$ cat config.mk
export PLATFORM = sky130hd
export DESIGN_NAME = partitioned_multi_stack_top
export DESIGN_NICKNAME = d
export VERILOG_FILES = /design/src/hdl/pms_pkg.sv /design/src/hdl/pms_ctrl.sv /design/src/hdl/pms_datapath.sv /design/src/hdl/partitioned_multi_stack_top.sv
export SDC_FILE = /design/constraint.sdc
export NUM_CORES = 2
export LEC_CHECK = 0
export CAP_MARGIN = 40
export CORE_MARGIN = 2
export CORE_UTILIZATION = 34
export CTS_BUF_LIST = sky130_fd_sc_hd__clkbuf_16
export DETAILED_ROUTE_END_ITERATION = 7
export DONT_BUFFER_PORTS = 1
export PLACE_DENSITY = 0.45
export SLEW_MARGIN = 20
export SYNTH_ARGS = -nofsm -noshare
export SYNTH_HDL_FRONTEND = slang
export SYNTH_HIERARCHICAL = 1
export SYNTH_SLANG_ARGS = --single-unit
$ cat constraint.sdc
create_clock -name clk_i -period 6.45 [get_ports clk_i]
set_input_delay 0.645 -clock clk_i [delete_from_list [all_inputs] [get_ports clk_i]]
set_output_delay 0.645 -clock clk_i [all_outputs]
set_load 0.02 [all_outputs]
$ cat src/hdl/pms_pkg.sv
`timescale 1ns / 1ps

package pms_pkg;

  localparam int unsigned OP_W   = 2;
  localparam int unsigned SEL_W  = 5;
  localparam int unsigned DATA_W = 32;
  localparam int unsigned STAT_W = 2;
  localparam int unsigned CFG_W  = 6;

  // one fill counter per selectable stack number
  localparam int unsigned NUM_SEL = 2 ** SEL_W;

  localparam logic [OP_W-1:0] OP_PUSH = 2'd0;
  localparam logic [OP_W-1:0] OP_POP  = 2'd1;
  localparam logic [OP_W-1:0] OP_DUMP = 2'd2;

  localparam logic [STAT_W-1:0] ST_OK      = 2'd0;
  localparam logic [STAT_W-1:0] ST_FULL    = 2'd1;
  localparam logic [STAT_W-1:0] ST_EMPTY   = 2'd2;
  localparam logic [STAT_W-1:0] ST_INVALID = 2'd3;

  typedef struct packed {
    logic              accept;
    logic              emit_code;
    logic [STAT_W-1:0] code;
    logic              push;
    logic              pop_start;
    logic              dump_start;
    logic              emit_word;
  } pms_cmd_t;

  typedef struct packed {
    logic [OP_W-1:0] op;
    logic            invalid;
    logic            full;
    logic            empty;
    logic            out_free;
    logic            word_last;
  } pms_stat_t;

endpackage

$ cat src/hdl/pms_ctrl.sv
`timescale 1ns / 1ps

module pms_ctrl (
  input  logic              clk_i,
  input  logic              rst_ni,
  input  logic              in_valid_i,
  output logic              in_ready_o,
  input  pms_pkg::pms_stat_t stat_i,
  output pms_pkg::pms_cmd_t  cmd_o
);
  import pms_pkg::*;

  localparam logic [1:0] S_IDLE = 2'd0;
  localparam logic [1:0] S_EVAL = 2'd1;
  localparam logic [1:0] S_OUT  = 2'd2;

  logic [1:0] state_q, state_d;

  always_comb begin
    state_d    = state_q;
    cmd_o      = '0;
    in_ready_o = 1'b0;
    case (state_q)
      S_IDLE: begin
        in_ready_o = 1'b1;
        if (in_valid_i) begin
          cmd_o.accept = 1'b1;
          state_d      = S_EVAL;
        end
      end
      S_EVAL: begin
        if (stat_i.op != OP_PUSH && stat_i.op != OP_POP && stat_i.op != OP_DUMP) begin
          // unused code: no result
          state_d = S_IDLE;
        end else if (stat_i.out_free) begin
          if (stat_i.invalid) begin
            cmd_o.emit_code = 1'b1;
            cmd_o.code      = ST_INVALID;
            state_d         = S_IDLE;
          end else if (stat_i.op == OP_PUSH) begin
            cmd_o.emit_code = 1'b1;
            cmd_o.code      = stat_i.full ? ST_FULL : ST_OK;
            cmd_o.push      = !stat_i.full;
            state_d         = S_IDLE;
          end else if (stat_i.empty) begin
            cmd_o.emit_code = 1'b1;
            cmd_o.code      = ST_EMPTY;
            state_d         = S_IDLE;
          end else begin
            cmd_o.pop_start  = (stat_i.op == OP_POP);
            cmd_o.dump_start = (stat_i.op == OP_DUMP);
            state_d          = S_OUT;
          end
        end
      end
      S_OUT: begin
        if (stat_i.out_free) begin
          cmd_o.emit_word = 1'b1;
          if (stat_i.word_last) begin
            state_d = S_IDLE;
          end
        end
      end
      default: begin
        state_d = S_IDLE;
      end
    endcase
  end

  always_ff @(posedge clk_i or negedge rst_ni) begin
    if (!rst_ni) begin
      state_q <= S_IDLE;
    end else begin
      state_q <= state_d;
    end
  end

endmodule

$ cat src/hdl/pms_datapath.sv
`timescale 1ns / 1ps

module pms_datapath #(
  parameter int unsigned STORE_DEPTH = 64,
  parameter int unsigned MAX_STACKS  = 32
) (
  input  logic                                clk_i,
  input  logic                                rst_ni,
  input  logic                                cfg_we_i,
  input  logic [pms_pkg::CFG_W-1:0]           cfg_wdata_i,
  input  logic [pms_pkg::OP_W-1:0]            operation_i,
  input  logic [pms_pkg::SEL_W-1:0]           stack_select_i,
  input  logic signed [pms_pkg::DATA_W-1:0]   push_value_i,
  output logic                                out_valid_o,
  input  logic                                out_ready_i,
  output logic [pms_pkg::STAT_W-1:0]          status_o,
  output logic signed [pms_pkg::DATA_W-1:0]   data_value_o,
  output logic                                last_o,
  input  pms_pkg::pms_cmd_t                   cmd_i,
  output pms_pkg::pms_stat_t                  stat_o
);
  import pms_pkg::*;

  localparam int unsigned ADDR_W = $clog2(STORE_DEPTH);
  localparam int unsigned FILL_W = $clog2(STORE_DEPTH + 1);

  // partition size and last partition capacity, indexed by live count - 1
  logic [FILL_W-1:0] part_tbl [NUM_SEL];
  logic [FILL_W-1:0] lcap_tbl [NUM_SEL];

  for (genvar g = 0; g < NUM_SEL; g++) begin : g_tbl
    localparam int unsigned PartSize = STORE_DEPTH / (g + 1);
    assign part_tbl[g] = FILL_W'(PartSize);
    assign lcap_tbl[g] = FILL_W'(STORE_DEPTH - PartSize * g);
  end

  logic [CFG_W-1:0]  live_n;
  logic [SEL_W-1:0]  live_idx;
  logic [CFG_W-1:0]  n_q;
  logic [FILL_W-1:0] part_q;
  logic [FILL_W-1:0] lcap_q;

  always_comb begin
    if (cfg_wdata_i == '0) begin
      live_n = CFG_W'(1);
    end else if (cfg_wdata_i > CFG_W'(MAX_STACKS)) begin
      live_n = CFG_W'(MAX_STACKS);
    end else begin
      live_n = cfg_wdata_i;
    end
  end

  assign live_idx = SEL_W'(live_n - CFG_W'(1));

  always_ff @(posedge clk_i or negedge rst_ni) begin
    if (!rst_ni) begin
      n_q    <= CFG_W'(1);
      part_q <= FILL_W'(STORE_DEPTH);
      lcap_q <= FILL_W'(STORE_DEPTH);
    end else if (cfg_we_i) begin
      n_q    <= live_n;
      part_q <= part_tbl[live_idx];
      lcap_q <= lcap_tbl[live_idx];
    end
  end

  // latched item and its stack geometry
  logic [OP_W-1:0]          op_q;
  logic [SEL_W-1:0]         sel_q;
  logic [DATA_W-1:0]        value_q;
  logic [FILL_W-1:0]        base_q;
  logic [FILL_W-1:0]        cap_q;
  logic [FILL_W-1:0]        fill_q;
  logic                     invalid_q;
  logic [FILL_W-1:0]        cnt_q;
  logic [FILL_W-1:0]        fill_mem [NUM_SEL];
  logic [FILL_W+SEL_W-1:0]  base_prod;
  logic                     sel_is_last;

  assign base_prod   = part_q * stack_select_i;
  assign sel_is_last = ({1'b0, stack_select_i} == (n_q - CFG_W'(1)));

  always_ff @(posedge clk_i) begin
    if (cmd_i.accept) begin
      op_q      <= operation_i;
      sel_q     <= stack_select_i;
      value_q   <= push_value_i;
      base_q    <= FILL_W'(base_prod);
      cap_q     <= sel_is_last ? lcap_q : part_q;
      fill_q    <= fill_mem[stack_select_i];
      invalid_q <= ({1'b0, stack_select_i} >= n_q);
    end
  end

  logic word_last;
  logic is_full;
  logic rd_en;
  logic [FILL_W:0]   top_sum;
  logic [FILL_W:0]   rd_sum;
  logic [ADDR_W-1:0] wr_addr;
  logic [ADDR_W-1:0] rd_addr;

  assign word_last = (op_q == OP_POP) || (cnt_q == fill_q);
  assign is_full   = (fill_q >= cap_q);
  assign top_sum   = {1'b0, base_q} + {1'b0, fill_q};
  assign wr_addr   = ADDR_W'(top_sum);

  always_comb begin
    if (cmd_i.pop_start) begin
      rd_sum = top_sum - (FILL_W + 1)'(1);
    end else if (cmd_i.dump_start) begin
      rd_sum = {1'b0, base_q};
    end else begin
      rd_sum = {1'b0, base_q} + {1'b0, cnt_q};
    end
  end

  assign rd_addr = ADDR_W'(rd_sum);
  assign rd_en   = cmd_i.pop_start || cmd_i.dump_start || (cmd_i.emit_word && !word_last);

  // word position of the next dump read
  always_ff @(posedge clk_i) begin
    if (cmd_i.dump_start) begin
      cnt_q <= FILL_W'(1);
    end else if (cmd_i.emit_word && !word_last) begin
      cnt_q <= cnt_q + FILL_W'(1);
    end
  end

  // fill counters, a config write clears them all
  always_ff @(posedge clk_i or negedge rst_ni) begin
    if (!rst_ni) begin
      for (int i = 0; i < NUM_SEL; i++) begin
        fill_mem[i] <= '0;
      end
    end else if (cfg_we_i) begin
      for (int i = 0; i < NUM_SEL; i++) begin
        fill_mem[i] <= '0;
      end
    end else if (cmd_i.push) begin
      fill_mem[sel_q] <= fill_q + FILL_W'(1);
    end else if (cmd_i.pop_start) begin
      fill_mem[sel_q] <= fill_q - FILL_W'(1);
    end
  end

  // shared word store
  logic [DATA_W-1:0] store_mem [STORE_DEPTH];
  logic [DATA_W-1:0] rdata_q;

  always_ff @(posedge clk_i) begin
    if (cmd_i.push) begin
      store_mem[wr_addr] <= value_q;
    end
  end

  always_ff @(posedge clk_i) begin
    if (rd_en) begin
      rdata_q <= store_mem[rd_addr];
    end
  end

  // output register
  logic                     out_valid_q;
  logic [STAT_W-1:0]        status_q;
  logic signed [DATA_W-1:0] data_q;
  logic                     last_q;

  always_ff @(posedge clk_i or negedge rst_ni) begin
    if (!rst_ni) begin
      out_valid_q <= 1'b0;
    end else if (cmd_i.emit_code || cmd_i.emit_word) begin
      out_valid_q <= 1'b1;
    end else if (out_ready_i) begin
      out_valid_q <= 1'b0;
    end
  end

  always_ff @(posedge clk_i) begin
    if (cmd_i.emit_code) begin
      status_q <= cmd_i.code;
      data_q   <= '0;
      last_q   <= 1'b1;
    end else if (cmd_i.emit_word) begin
      status_q <= ST_OK;
      data_q   <= $signed(rdata_q);
      last_q   <= word_last;
    end
  end

  assign out_valid_o  = out_valid_q;
  assign status_o     = status_q;
  assign data_value_o = data_q;
  assign last_o       = last_q;

  assign stat_o.op        = op_q;
  assign stat_o.invalid   = invalid_q;
  assign stat_o.full      = is_full;
  assign stat_o.empty     = (fill_q == '0);
  assign stat_o.out_free  = !out_valid_q || out_ready_i;
  assign stat_o.word_last = word_last;

`ifndef NO_ASSERTIONS
  a_emit_slot_free: assert property (@(posedge clk_i) disable iff (!rst_ni)
    (cmd_i.emit_code || cmd_i.emit_word) |-> (!out_valid_q || out_ready_i))
    else $error("result written over one not yet transferred");

  a_push_has_room: assert property (@(posedge clk_i) disable iff (!rst_ni)
    cmd_i.push |-> (!is_full && !invalid_q))
    else $error("push into a full or invalid stack");

  a_pop_not_empty: assert property (@(posedge clk_i) disable iff (!rst_ni)
    (cmd_i.pop_start || cmd_i.dump_start) |-> (fill_q != '0))
    else $error("read started on an empty stack");

  a_cfg_clears: assert property (@(posedge clk_i) disable iff (!rst_ni)
    cfg_we_i |=> (fill_mem[0] == '0))
    else $error("fill count not cleared by config write");
`endif

endmodule

$ cat src/hdl/partitioned_multi_stack_top.sv
`timescale 1ns / 1ps

// channel | signals                                         | direction
// config  | cfg_we_i, cfg_wdata_i                           | in, write only
// items   | in_valid_i/in_ready_o, operation_i,             | in
//         |   stack_select_i, push_value_i                  |
// results | out_valid_o/out_ready_i, status_o,              | out
//         |   data_value_o, last_o                          |
//
// push, full, empty, invalid: accept, then evaluate and write the result code
// pop: accept, evaluate and start the registered store read, then emit the word
// dump of n words: one word per cycle once the first read returns, while the output is free
// async reset empties all stacks and sets the count to one; no clearing pass
// a result waits in the output register while the next item is taken in
module partitioned_multi_stack_top #(
  parameter int unsigned STORE_DEPTH = 64,
  parameter int unsigned MAX_STACKS  = 32
) (
  input  logic                              clk_i,
  input  logic                              rst_ni,
  input  logic                              cfg_we_i,
  input  logic [pms_pkg::CFG_W-1:0]         cfg_wdata_i,
  input  logic                              in_valid_i,
  output logic                              in_ready_o,
  input  logic [pms_pkg::OP_W-1:0]          operation_i,
  input  logic [pms_pkg::SEL_W-1:0]         stack_select_i,
  input  logic signed [pms_pkg::DATA_W-1:0] push_value_i,
  output logic                              out_valid_o,
  input  logic                              out_ready_i,
  output logic [pms_pkg::STAT_W-1:0]        status_o,
  output logic signed [pms_pkg::DATA_W-1:0] data_value_o,
  output logic                              last_o
);
  import pms_pkg::*;

  // command and status between sequencer and datapath
  pms_cmd_t  cmd;
  pms_stat_t stat;

  // sequencer: accept, evaluate, then stream popped or dumped words
  pms_ctrl u_ctrl (
    .clk_i      (clk_i),
    .rst_ni     (rst_ni),
    .in_valid_i (in_valid_i),
    .in_ready_o (in_ready_o),
    .stat_i     (stat),
    .cmd_o      (cmd)
  );

  // datapath: geometry tables, fill counters, shared store, output register
  pms_datapath #(
    .STORE_DEPTH (STORE_DEPTH),
    .MAX_STACKS  (MAX_STACKS)
  ) u_datapath (
    .clk_i          (clk_i),
    .rst_ni         (rst_ni),
    .cfg_we_i       (cfg_we_i),
    .cfg_wdata_i    (cfg_wdata_i),
    .operation_i    (operation_i),
    .stack_select_i (stack_select_i),
    .push_value_i   (push_value_i),
    .out_valid_o    (out_valid_o),
    .out_ready_i    (out_ready_i),
    .status_o       (status_o),
    .data_value_o   (data_value_o),
    .last_o         (last_o),
    .cmd_i          (cmd),
    .stat_o         (stat)
  );

endmodule

==> flow_metrics.py <==
metrics = {
    "floorplanning": {
        "chipHeight_um": 539,
        "rows": 196,
        "initial_utilization_pct": 34.2,
        "core-area_mm2": 0.285,
        "die_x_um": 539,
        "ios": 87,
        "die-area_mm2": 0.291,
    },
    "sta": {
        "fin_tns_setup_ps": 0,
        "min_period_over_period_pct": 86.2,
        "skew_ps": 70.3,
        "slew_headroom_pct": 35.2,
        "fmax_mhz": 180,
        "worst_pin_slew_ps": 944,
        "hold_violations": 0,
        "rsz0062_at_grt": "false",
        "fin_crit_ps": 5560,
        "slew_viol_final": 0,
        "setup_viol": 0,
    },
    "synth": {
        "synth-xor-area-share_pct": 0.492,
        "synthFlopType": "edfxtp_1",
        "synth_largest_area_cell": "edfxtp_1",
        "synth_mux_area_share_pct": 19.0,
        "synth_top_area_share_pct": 66.1,
        "async_flop_share_pct": 10.1,
        "synth-edff-count": 2142,
        "syn_inst": 4618,
        "synth_cell_types": 69,
        "seq_area_frac_synth_pct": 73.2,
        "syn-num-nets": 4717,
        "synthesis.area_mm2": 0.0974,
        "synth_adder_area_share_pct": 0.695,
        "yosysWarnings": 6,
        "synthTopCellsByCount": "edfxtp_1 (2142), mux4_2 (555), mux2i_1 (515)",
        "synthTopCellsByArea": "edfxtp_1 (66%), mux4_2 (13%), dfrtp_1 (6.2%)",
        "synthSimpleGateAreaFrac_pct": 1.60,
        "synth_top_family_by_area": "multiplexers",
        "synth.avg_cell_area_um2": 21.1,
        "ys_ff_latch": 2427,
        "synth-compound-area-share_pct": 2.76,
        "synth.most_common_cell": "edfxtp_1",
    },
    "clock_tree": {
        "cts_tree": "yes",
        "clk_pin_slew_worst_paths_ps": 60,
        "cts_buffers": 281,
        "post_cts_buffers": 0,
        "root_buffer": "clkbuf_16",
        "clk_path_buf_depth": 4,
        "worstSkewPairLatency_ps": 910,
        "htreeDepth": 5,
        "cts_sinks": 2427,
    },
    "worst_setup_path": {
        "cp_max_fo": 56,
        "path_delay_family": "multiplexers",
        "critPathSlowestCell": "mux2i_1",
        "cp_cell_sequence": "inv_1, ha_1, nor3b_1, nor2_2, nand2b_4, nor3b_2, buf_4, nand2b_1, a22oi_2, buf_12, buf_12, buf_12, mux4_2, mux2i_1, mux2i_1, mux2i_1, mux2i_1",
        "path_class": "reg -> reg",
        "max_stage_delay_ps": 670,
        "path_buf_inv": 5,
        "endpoint_kind": "flip-flop",
        "startpoint_type": "flip-flop",
        "cp_data_required_time_ps": 7040,
        "critPathArrivalTime_ps": 6150,
        "crit_path_frequent_cell": "mux2i_1",
    },
    "power_and_ir_drop": {
        "ir_worst_vdd_mv": 0.742,
        "power.internal_mw": 38.4,
        "power_frac_clock_pct": 25.4,
        "pwr-share-comb_pct": 42.7,
        "p_sw_mw": 21.4,
        "p_leak_nw": 38.1,
        "power_density_mw_per_mm2": 533,
        "sequentialPowerShare_pct": 31.9,
        "switching_share_pct": 35.8,
    },
    "global_route": {
        "gr-total-overflow": 0,
        "grt_max_degree": 246,
        "grt_first_pass_wirelength_um": 377000,
        "grtUsageTotal_pct": 18.0,
        "antenna_found_initial": 13,
        "grt_pass1_vias": 49200,
    },
    "detailed_routing": {
        "drt_iter0_drc": 4196,
        "wire_per_inst_um": 29.7,
        "route.detailed.drc": 0,
        "vias_per_cell": 5.26,
        "drt_pre_antenna_iters": 5,
        "ant_nets": 0,
        "vias": 46800,
        "wirelength_um": 264000,
    },
    "cells_and_area": {
        "nNetsFinal": 5010,
        "drive_gt1_share_pct": 24.6,
        "postLayoutCellArea_mm2": 0.112,
        "area_growth_pct": 15.3,
    },
    "placement": {
        "gp_congestion": 0.737,
        "place_hpwl_um": 148000,
        "portBuffers": 0,
        "placed_cell_area_mm2": 0.103,
    },
    "min_path": {
        "hold_path_class": "in -> reg",
    },
    "job": {
        "drv_cap": 0,
    },
    "run_status": {
        "outcome": "complete, no violations",
    },
}
-- path summary, 6_finish.rpt --
path / slack [ps] / cells after the start / startpoint / to
min in group asynchronous: 340 / 2 / rst_ni / u_datapath/out_valid_o$_DFFE_PN0P_
max: 890 / 17 / u_datapath/fill_q[0]$_DFFE_PP_ / u_datapath/rdata_q[22]$_DFFE_PP_
min reg2reg: 490 / 2 / u_datapath/part_q[6]$_DFFE_PN1P_ / u_datapath/part_q[6]$_DFFE_PN1P_
min: 80 / 3 / cfg_wdata_i[2] / u_datapath/n_q[2]$_DFFE_PN0P_
max reg2reg: 890 / 17 / u_datapath/fill_q[0]$_DFFE_PP_ / u_datapath/rdata_q[22]$_DFFE_PP_
max in group asynchronous: 4970 / 3 / rst_ni / u_datapath/lcap_q[1]$_DFFE_PN0P_
-- worst min-delay path: stages --
cell and delay (ps):
nor2b_1 160, nand2_1 70, o21ai_0 70
-- routing by layer --
| layer | up-vias | share of wire (%) | global-route usage (%) |
|---|---|---|---|
| li1 | 19700 | - | - |
| met1 | 25500 | 45 | 25.2 |
| met2 | 1132 | 48 | 29.3 |
| met3 | 390 | 4.7 | 3.04 |
| met4 | 12 | 2.3 | 4.44 |
| met5 | - | 0.030 | 0 |
-- power groups by stage --
stage	registers [mW]	clock network (mW)	logic, mW
after floorplan	19.5	0	18.6
after global placement	19.4	0	25.9
after detailed placement	19.4	0	26.1
after CTS	19.1	15.6	26.1
after global routing	19.1	16.2	27.5
final	19.1	15.2	25.6
-- area by class of cell --
cell class / instances / area, um^2
fillers: 25500 / 173000
flip-flops and latches: 2427 / 71300
multi-input cells: 1898 / 24500
clock buffers: 283 / 7080
well taps: 3762 / 4710
repair buffers: 262 / 2890
clock inverters: 212 / 1650
inverters: 41 / 154
diodes: 6 / 15.0
-- what timing repair did --
item	CTS	global route
hold buffers	47	0
resized for setup	0	0
endpoints found under the hold margin	311	0
-- sequential cells by signal, summed over array words and instances (netlist names) --
signal                   cells
u_datapath/sel_q             5
u_datapath/n_q               6
u_datapath/op_q              2
u_datapath/status_o          2
u_datapath/cap_q             7
u_datapath/last_o            1
u_datapath/cnt_q             7
u_datapath/part_q            6
u_ctrl/state_q               2
u_datapath/lcap_q            6
u_datapath/store_mem      2048
u_datapath/value_q          32
u_datapath/fill_q            7
u_datapath/data_value_o     32
u_datapath/fill_mem        224
u_datapath/rdata_q          32
u_datapath/invalid_q         1
u_datapath/out_valid_o       1
u_datapath/base_q            6
-- metrics by stage --
stage | total power, mW | hold WS (ps) | setup WS [ps] | cells | util [%]
floorplan | 38.2 | 349 | 1160 | 4618 | -
global placement | 45.3 | 357 | 774 | 8321 | 36.0
detailed placement | 45.5 | 357 | 841 | 8335 | 36.1
CTS | 60.9 | 4.23 | 851 | 8877 | 39.3
global route | 62.9 | 72.4 | 517 | 8888 | 39.4
finish | 59.8 | 82.4 | 889 | 8891 | 39.4
-- cell families (layout without fill, tap and decap cells) --
logic type	after synthesis	after routing
DFF	2427	2427
buffers and inverters	293	798
muxes	1110	1110
other	0	6
and+or+nand+nor	338	338
AOI/OAI and AO/OA	347	347
adders and majority gates	50	50
xor gates and xnor gates	53	53
-- placed cells by master (no fill, tap or decap), types with 7 or more instances in the layout --
| cell | n |
|---|---|
| edfxtp_1 | 2142 |
| mux4_2 | 555 |
| mux2i_1 | 514 |
| clkbuf_16 | 283 |
| dfrtp_1 | 243 |
| a22o_1 | 225 |
| buf_4 | 153 |
| nor2_1 | 125 |
| inv_1 | 91 |
| clkinv_1 | 65 |
| nor2_4 | 65 |
| nand2_1 | 49 |
| buf_12 | 46 |
| dlygate4sd3_1 | 45 |
| clkinv_2 | 43 |
| o21ai_1 | 42 |
| ha_1 | 42 |
| dfxtp_1 | 40 |
| a21oi_1 | 27 |
| mux4_1 | 27 |
| xnor2_1 | 24 |
| xor2_1 | 21 |
| bufinv_16 | 16 |
| and2_1 | 16 |
| nand2b_1 | 14 |
| clkinvlp_4 | 11 |
| buf_16 | 10 |
| mux2_2 | 10 |
| o21ai_0 | 10 |
| nor2b_1 | 9 |
| a21o_1 | 9 |
| nand3_1 | 9 |
| or3_1 | 9 |
| clkinv_8 | 8 |
| nand4_1 | 8 |
| fa_1 | 7 |
(Power assumes the default switching activity.)
